[src/rtl/core/qocp_pkg.sv]
// Package for the qualified object counter: payload types, constants, command struct.
`timescale 1ns / 1ps

package qocp_pkg;

    localparam int COUNT_W     = 10;
    localparam int COUNT_MAX   = 999;
    localparam int COUNT_LIMIT = (COUNT_MAX > (2 ** COUNT_W - 1)) ? (2 ** COUNT_W - 1)
                                                                  : COUNT_MAX;
    localparam int DIST_W      = 10;
    localparam int TIME_W      = 32;
    localparam int LOCK_W      = 16;
    localparam int PCT_W       = 7;
    localparam int PCT_MAX     = 100;

    // Quotient is below 128 whenever count < target, so 7 restoring steps suffice.
    localparam int DIV_STEPS   = PCT_W;
    localparam int DVD_W       = 17;   // holds count * 100 for a 10-bit count

    // Configuration port
    localparam int CFG_IDX_W   = 2;
    localparam int CFG_DATA_W  = 16;

    localparam logic [CFG_IDX_W-1:0] CFG_TARGET_TOTAL = 2'd0;
    localparam logic [CFG_IDX_W-1:0] CFG_TARGET_VALID = 2'd1;
    localparam logic [CFG_IDX_W-1:0] CFG_NEAR_THRESH  = 2'd2;
    localparam logic [CFG_IDX_W-1:0] CFG_LOCKOUT_MS   = 2'd3;

    localparam logic [COUNT_W-1:0] RST_TARGET_TOTAL = 10'd0;
    localparam logic [DIST_W-1:0]  RST_NEAR_THRESH  = 10'd10;
    localparam logic [LOCK_W-1:0]  RST_LOCKOUT_MS   = 16'd150;

    localparam logic OP_SAMPLE = 1'b0;
    localparam logic OP_CLEAR  = 1'b1;

    typedef struct packed {
        logic              operation;
        logic [DIST_W-1:0] distance_first;
        logic [DIST_W-1:0] distance_second;
        logic [DIST_W-1:0] distance_third;
        logic [TIME_W-1:0] now_ms;
    } t_in;

    typedef struct packed {
        logic [COUNT_W-1:0] object_count;
        logic [PCT_W-1:0]   pct_done;
        logic               counted;
    } t_out;

    // Controller to datapath commands
    typedef struct packed {
        logic accept;   // take the input transaction, update count and lockout
        logic step;     // one restoring division step
        logic load;     // move the finished result to the output register
    } t_cmd;

endpackage

[src/rtl/core/qocp_ctrl.sv]
// Controller FSM for the qualified object counter: sequencing and output valid.
`timescale 1ns / 1ps

module qocp_ctrl
    import qocp_pkg::*;
(
    input  logic i_clk,
    input  logic i_rst_n,
    input  logic i_in_valid,
    output logic o_in_ready,
    output logic o_out_valid,
    input  logic i_out_ready,
    output t_cmd o_cmd
);

    localparam int STEP_W = $clog2(DIV_STEPS);

    typedef enum logic [1:0] {
        S_IDLE,
        S_DIV,
        S_DONE
    } t_state;

    t_state              r_state, n_state;
    logic [STEP_W-1:0]   r_step, n_step;
    logic                r_out_valid, n_out_valid;
    logic                out_free;

    assign out_free    = !r_out_valid || i_out_ready;
    assign o_in_ready  = (r_state == S_IDLE);
    assign o_out_valid = r_out_valid;

    always_comb begin
        n_state     = r_state;
        n_step      = r_step;
        n_out_valid = r_out_valid;
        o_cmd       = '0;
        if (r_out_valid && i_out_ready) begin
            n_out_valid = 1'b0;
        end
        case (r_state)
            S_IDLE: begin
                if (i_in_valid) begin
                    o_cmd.accept = 1'b1;
                    n_step       = STEP_W'(DIV_STEPS - 1);
                    n_state      = S_DIV;
                end
            end
            S_DIV: begin
                o_cmd.step = 1'b1;
                if (r_step == '0) begin
                    n_state = S_DONE;
                end else begin
                    n_step = r_step - 1'b1;
                end
            end
            S_DONE: begin
                if (out_free) begin
                    o_cmd.load  = 1'b1;
                    n_out_valid = 1'b1;
                    n_state     = S_IDLE;
                end
            end
            default: begin
                n_state = S_IDLE;
            end
        endcase
    end

    always_ff @(posedge i_clk) begin
        if (!i_rst_n) begin
            r_state     <= S_IDLE;
            r_step      <= '0;
            r_out_valid <= 1'b0;
        end else begin
            r_state     <= n_state;
            r_step      <= n_step;
            r_out_valid <= n_out_valid;
        end
    end

    a_accept_starts_div: assert property (@(posedge i_clk) disable iff (!i_rst_n)
        (i_in_valid && o_in_ready) |=> (r_state == S_DIV && r_step == STEP_W'(DIV_STEPS - 1)))
        else $error("accepted transaction did not start the division");

    a_div_ends: assert property (@(posedge i_clk) disable iff (!i_rst_n)
        (r_state == S_DIV && r_step == '0) |=> (r_state == S_DONE))
        else $error("division did not finish after its last step");

    a_load_sets_valid: assert property (@(posedge i_clk) disable iff (!i_rst_n)
        o_cmd.load |=> (r_out_valid && r_state == S_IDLE))
        else $error("result load did not raise output valid");

    a_cmd_exclusive: assert property (@(posedge i_clk) disable iff (!i_rst_n)
        $onehot0({o_cmd.accept, o_cmd.step, o_cmd.load}))
        else $error("more than one datapath command at once");

endmodule

[src/rtl/core/qocp_dp.sv]
// Datapath for the qualified object counter: config, count, lockout, divider, result.
`timescale 1ns / 1ps

module qocp_dp
    import qocp_pkg::*;
(
    input  logic                  i_clk,
    input  logic                  i_rst_n,
    input  logic                  i_cfg_we,
    input  logic [CFG_IDX_W-1:0]  i_cfg_idx,
    input  logic [CFG_DATA_W-1:0] i_cfg_data,
    input  t_in                   i_data,
    input  t_cmd                  i_cmd,
    output t_out                  o_data
);

    // Configuration registers
    logic [COUNT_W-1:0] r_target_total;
    logic               r_target_valid;
    logic [DIST_W-1:0]  r_near_thresh;
    logic [LOCK_W-1:0]  r_lockout_ms;

    // Block state
    logic [COUNT_W-1:0] r_count, n_count;
    logic [TIME_W-1:0]  r_lock_end, n_lock_end;
    logic               r_counted, n_counted;

    // Divider
    logic [DVD_W-1:0]   r_rem, r_dvs;
    logic [PCT_W-1:0]   r_quo;
    logic [DVD_W-1:0]   dividend;
    logic               rem_ge;

    t_out               r_out;
    logic               qualify;
    logic [PCT_W-1:0]   pct;

    always_ff @(posedge i_clk) begin
        if (!i_rst_n) begin
            r_target_total <= RST_TARGET_TOTAL;
            r_target_valid <= 1'b0;
            r_near_thresh  <= RST_NEAR_THRESH;
            r_lockout_ms   <= RST_LOCKOUT_MS;
        end else if (i_cfg_we) begin
            case (i_cfg_idx)
                CFG_TARGET_TOTAL: r_target_total <= i_cfg_data[COUNT_W-1:0];
                CFG_TARGET_VALID: r_target_valid <= i_cfg_data[0];
                CFG_NEAR_THRESH:  r_near_thresh  <= i_cfg_data[DIST_W-1:0];
                CFG_LOCKOUT_MS:   r_lockout_ms   <= i_cfg_data[LOCK_W-1:0];
                default: ;
            endcase
        end
    end

    assign qualify = (i_data.distance_first  < r_near_thresh) &&
                     (i_data.distance_second < r_near_thresh) &&
                     (i_data.distance_third  < r_near_thresh) &&
                     (i_data.now_ms > r_lock_end);

    always_comb begin
        n_count    = r_count;
        n_lock_end = r_lock_end;
        n_counted  = 1'b0;
        if (i_data.operation == OP_CLEAR) begin
            n_count = '0;
        end else if (qualify) begin
            if (r_count < COUNT_W'(COUNT_LIMIT)) begin
                n_count   = r_count + 1'b1;
                n_counted = 1'b1;
            end
            n_lock_end = i_data.now_ms + TIME_W'(r_lockout_ms);
        end
    end

    // count * 100 as shifts: 64 + 32 + 4
    assign dividend = (DVD_W'(n_count) << 6) + (DVD_W'(n_count) << 5) + (DVD_W'(n_count) << 2);
    assign rem_ge   = (r_rem >= r_dvs);

    always_ff @(posedge i_clk) begin
        if (!i_rst_n) begin
            r_count    <= '0;
            r_lock_end <= '0;
        end else if (i_cmd.accept) begin
            r_count    <= n_count;
            r_lock_end <= n_lock_end;
        end
    end

    always_ff @(posedge i_clk) begin
        if (i_cmd.accept) begin
            r_counted <= n_counted;
            r_rem     <= dividend;
            r_dvs     <= DVD_W'(r_target_total) << (DIV_STEPS - 1);
            r_quo     <= '0;
        end else if (i_cmd.step) begin
            if (rem_ge) begin
                r_rem <= r_rem - r_dvs;
            end
            r_quo <= {r_quo[PCT_W-2:0], rem_ge};
            r_dvs <= r_dvs >> 1;
        end
    end

    // No target gives 0; count at or above target caps at 100.
    always_comb begin
        if (!r_target_valid || r_target_total == '0) begin
            pct = '0;
        end else if (r_count >= r_target_total) begin
            pct = PCT_W'(PCT_MAX);
        end else begin
            pct = r_quo;
        end
    end

    always_ff @(posedge i_clk) begin
        if (i_cmd.load) begin
            r_out.object_count <= r_count;
            r_out.pct_done     <= pct;
            r_out.counted      <= r_counted;
        end
    end

    assign o_data = r_out;

endmodule

[src/rtl/core/qualified_object_counter_progress.sv]
// Top level of the qualified object counter with progress percent.
`timescale 1ns / 1ps

// Usage:
//   Input channel (i_in_valid / o_in_ready / i_in_data) carries one transaction per
//   sample or clear. A sample counts an object, up to a count of 999, when all three
//   distances are below the near threshold and now_ms is strictly past the stored
//   lockout end; the lockout end then moves to now_ms + lockout_ms (32-bit wrap).
//   A clear zeroes the count. Every input transaction yields exactly one output
//   transaction (o_out_valid / i_out_ready / o_out_data) with count, progress and
//   counted flag. o_out_valid rises once the 7 restoring division steps for the
//   percent are done and the result is loaded into the output register, when free.
//   A new input is taken only once the shared serial divider has finished and the
//   controller is back in idle; it is taken while the previous result still sits in
//   the output register. If the receiver stalls, the following result waits in the
//   datapath and input is held off until the output register frees. Configuration
//   (i_cfg_we / i_cfg_idx / i_cfg_data) writes one of target_total, target_valid,
//   near_threshold_cm and lockout_ms, selected by i_cfg_idx; write only while
//   idle. Reset (synchronous, active low) clears count and lockout end, restores
//   register defaults and drops the output valid.

module qualified_object_counter_progress
    import qocp_pkg::*;
(
    input  logic                  i_clk,
    input  logic                  i_rst_n,
    input  logic                  i_in_valid,
    output logic                  o_in_ready,
    input  t_in                   i_in_data,
    output logic                  o_out_valid,
    input  logic                  i_out_ready,
    output t_out                  o_out_data,
    input  logic                  i_cfg_we,
    input  logic [CFG_IDX_W-1:0]  i_cfg_idx,
    input  logic [CFG_DATA_W-1:0] i_cfg_data
);

    t_cmd cmd;

    qocp_ctrl u_ctrl (
        .i_clk       (i_clk),
        .i_rst_n     (i_rst_n),
        .i_in_valid  (i_in_valid),
        .o_in_ready  (o_in_ready),
        .o_out_valid (o_out_valid),
        .i_out_ready (i_out_ready),
        .o_cmd       (cmd)
    );

    qocp_dp u_dp (
        .i_clk      (i_clk),
        .i_rst_n    (i_rst_n),
        .i_cfg_we   (i_cfg_we),
        .i_cfg_idx  (i_cfg_idx),
        .i_cfg_data (i_cfg_data),
        .i_data     (i_in_data),
        .i_cmd      (cmd),
        .o_data     (o_out_data)
    );

endmodule
[config.mk]
export PLATFORM = sky130hd
export DESIGN_NAME = qualified_object_counter_progress
export DESIGN_NICKNAME = d
export VERILOG_FILES = /design/src/rtl/core/qocp_pkg.sv /design/src/rtl/core/qocp_ctrl.sv /design/src/rtl/core/qocp_dp.sv /design/src/rtl/core/qualified_object_counter_progress.sv
export SDC_FILE = /design/constraint.sdc
export NUM_CORES = 1
export LEC_CHECK = 0
export ABC_AREA = 1
export BUFFER_PORTS_ARGS = -buffer_cell sky130_fd_sc_hd__buf_2
export CAP_MARGIN = 10
export CORE_MARGIN = 2
export CORE_UTILIZATION = 50
export CTS_BUF_LIST = sky130_fd_sc_hd__clkbuf_8 sky130_fd_sc_hd__clkbuf_16
export DETAILED_ROUTE_END_ITERATION = 10
export PLACE_DENSITY = 0.71
export REMOVE_ABC_BUFFERS = 1
export SYNTH_ARGS = -nofsm -noshare
export SYNTH_HDL_FRONTEND = slang
export SYNTH_SLANG_ARGS = --single-unit
[constraint.sdc]
create_clock -name i_clk -period 8.3 [get_ports i_clk]
set_input_delay 0 -clock i_clk [delete_from_list [all_inputs] [get_ports i_clk]]
set_output_delay 0 -clock i_clk [all_outputs]
set_load 0.05 [all_outputs]
==> flow_summary.json <==
{
  "syn_inst": 1304,
  "setup_viol": 0,
  "clockRootBuffer": "clkbuf_16",
  "p_total_mw": 2.34,
  "maxCapViolCount": 0,
  "cpMostUsedCell": "nand2_1",
  "grt_pass1_wl_mm": 41.2,
  "clock_latency_ns": 0.43,
  "drt_wl_total_mm": 25.2,
  "async_flop_share_pct": 0,
  "antenna_cells": 0,
  "port_buffers": 105,
  "fmax_mhz": 230,
  "grt_overflow": 0,
  "ir_drop_mv": 0.162,
  "grt_max_degree": 71,
  "critical_path_arrival_ns": 4.51,
  "synth_seq_cells": 144,
  "timing.final.crit_share_pct": 52.4,
  "status": "complete, no violations",
  "hold_path_class": "in2reg",
  "critPathCapture": "u_dp.r_rem[14]",
  "ctsLongestPathBuffers": 2,
  "switching_share_pct": 35.7,
  "synth_area_um2": 9810,
  "track_usage_pct": 25.0,
  "cts_resized": 0,
  "core-area_um2": 19300,
  "r2r-start": "u_dp.r_near_thresh[9]",
  "fin_setup_tns_ns": 0,
  "start_util_pct": 50.7,
  "hpwl_mm": 18.5,
  "cp_data_required_time_ns": 8.47,
  "final_cell_mix": "nand2_1, inv_1, a21oi_1, nor2_1, ha_1",
  "ys_warn_count": 0,
  "tightestPinTransition_ns": 1.15,
  "io_pins": 106,
  "synthFlopType": "dfxtp_1",
  "path_class": "reg2reg",
  "hold_viol": 0,
  "p_clk_share_pct": 31.1,
  "critPathMaxStageDelay_ns": 0.39,
  "syn_avg_cell_area_um2": 7.52,
  "ant_nets": 0,
  "r2r_cells": 30,
  "routabilityCongestion": 0.897,
  "cts_tree": "built",
  "num_rows": 51,
  "slowest_stage": "fa_1",
  "layout-drive-gt1-share_pct": 11.0,
  "p_int_mw": 1.50,
  "path_clk_slew_ns": 0.07,
  "rsz0062_at_grt": "no",
  "p_seq_share_pct": 37.3,
  "skew_ns": 0.0129,
  "reg2reg_setup_slack_ns": 3.95,
  "layout_commonest_cell": "nand2_1",
  "cts.sinks": 144,
  "yosysSeqAreaShare_pct": 34.1,
  "grt_pass1_vias": 8650,
  "die_h_um": 144,
  "vias": 9087,
  "max_slew_margin_pct": 23.2,
  "first_pass_iters": 5,
  "cp-end-kind": "flop",
  "comb_power_share_pct": 31.5,
  "synth_cell_types": 46,
  "htreeDepth": 4,
  "slew_viol_final": 0,
  "layout.nets": 1651,
  "timing.rr.end": "u_dp.r_rem[14]",
  "drc": 0,
  "start_kind": "flop",
  "syn_to_final_growth_pct": 16.9,
  "drt-initial-drc-count": 620,
  "drt-vias-per-instance": 5.30,
  "worstPathMaxFanout": 10,
  "antenna_found_initial": 1,
  "die_x_um": 144,
  "p_leak_nw": 5.23,
  "numCtsBuffers": 17,
  "die-area_um2": 20800,
  "startpoint": "u_dp.r_near_thresh[9]",
  "synth_edf_count": 46,
  "p_switching_mw": 0.834,
  "period_minus_slack_ns": 4.35,
  "cellPowerDensity_nw_per_um2": 204,
  "wl_per_cell_um": 14.7
}
## critical path: cells and delay by family (launching register included)
| kind | cells | cell delay (ns) |
|---|---|---|
| buffers and inverters | 4 | 0.34 |
| flip-flops | 1 | 0.31 |
| XOR/XNOR | 1 | 0.15 |
| AND/OR/NAND/NOR | 17 | 1.67 |
| adder cells (fa/ha/maj) | 4 | 1.14 |
| AO/OA/AOI/OAI | 4 | 0.46 |
## worst min-delay path by stage
stage,start,end,slack (ns),depth (start not counted)
finish,i_in_data[0],u_dp.r_lock_end[0],0.05,4
global route,i_in_data[0],u_dp.r_lock_end[0],0.05,4
CTS,i_in_data[21],u_dp.r_lock_end[21],0.02,5
detailed placement,i_cfg_data[14],u_dp.r_lockout_ms[14],0.23,3
floorplan,i_rst_n,u_dp.r_lockout_ms[2],0.08,1
global placement,i_cfg_data[15],u_dp.r_lockout_ms[15],0.22,3
## cells by family after synthesis
kind of cell / after synthesis / share of synthesized area (%)
and+or+nand+nor: 479 / 21.0
AOI/OAI and AO/OA: 317 / 17.1
buffers and inverters: 197 / 7.80
DFF: 144 / 34.1
adders and majority gates: 127 / 16.4
xor gates and xnor gates: 40 / 3.57
## registers in the layout, indices dropped and copies added, names as in the netlist
| register | flops |
|---|---|
| u_dp.r_target_valid | 1 |
| u_dp.r_count | 10 |
| u_dp.r_lock_end | 32 |
| u_dp.r_counted | 1 |
| u_ctrl.o_out_valid | 1 |
| u_ctrl.r_step | 3 |
| u_ctrl.r_state | 2 |
| u_dp.o_data | 18 |
| u_dp.r_rem | 17 |
| u_dp.r_quo | 7 |
| u_dp.r_dvs | 16 |
| u_dp.r_near_thresh | 10 |
| u_dp.r_target_total | 10 |
| u_dp.r_lockout_ms | 16 |
## Yosys cell counts (4+ instances only)
library cell | n | area, um^2
nor4_1 | 4 | 25.0
xor2_1 | 31 | 272
clkbuf_1 | 22 | 82.6
nor2_1 | 145 | 544
o22ai_1 | 10 | 62.6
nand3_1 | 46 | 230
o21ai_1 | 16 | 80.1
ha_1 | 124 | 1550
o21ai_0 | 109 | 546
edfxtp_1 | 46 | 1380
inv_1 | 164 | 616
dfxtp_1 | 98 | 1960
xnor2_1 | 9 | 78.8
o21bai_1 | 9 | 67.6
nor3_1 | 21 | 105
o211ai_1 | 5 | 37.5
nand2_1 | 229 | 860
a21oi_1 | 151 | 756
a21o_1 | 5 | 37.5
nand4_1 | 16 | 100
## stage by stage
stage / std cells / setup WS (ns) / instance area [um^2] / hold slack (ns) / util (%)
after global routing: 1716 / 3.52 / 11500 / 0.0529 / 59.3
after CTS: 1716 / 3.99 / 11500 / 0.0218 / 59.3
after floorplan: 1275 / 4.44 / 9680 / 0.0841 / -
after global placement: 1649 / 4.13 / 10600 / 0.222 / 54.6
after detailed placement: 1649 / 4.01 / 10600 / 0.230 / 54.6
final: 1716 / 3.95 / 11500 / 0.0490 / 59.3
## routing by layer
metal / track usage (%) / part of all wire [%] / vias to the layer above
met3: 5.36 / 6.0 / 39
met4: 6.86 / 1.9 / 2
met2: 42.3 / 46 / 246
li1: - / - / 4668
met5: 0 / 0.052 / -
met1: 32.3 / 46 / 4132
## area by class of cell
cell class              count  area, um^2
inverters                 168         631
repair buffers            144         906
fillers                  1807        7870
flip-flops and latches    144        3340
clock inverters            15         126
well taps                 265         332
multi-input cells         963        5710
clock buffers              17         425
## power groups by stage
stage / Clock [mW] / Sequential [mW] / Combinational (mW)
5_1_grt: 0.767 / 0.880 / 0.842
3_5_place_dp: 0 / 0.888 / 0.712
6_report: 0.728 / 0.873 / 0.737
2_1_floorplan: 0 / 0.886 / 0.527
4_1_cts: 0.737 / 0.873 / 0.731
3_3_place_gp: 0 / 0.886 / 0.700
## what timing repair did
action,CTS,global route
hold endpoints to repair,53,0
hold buffers,35,0
buffers inserted,0,0
(Power assumes the default switching activity.)
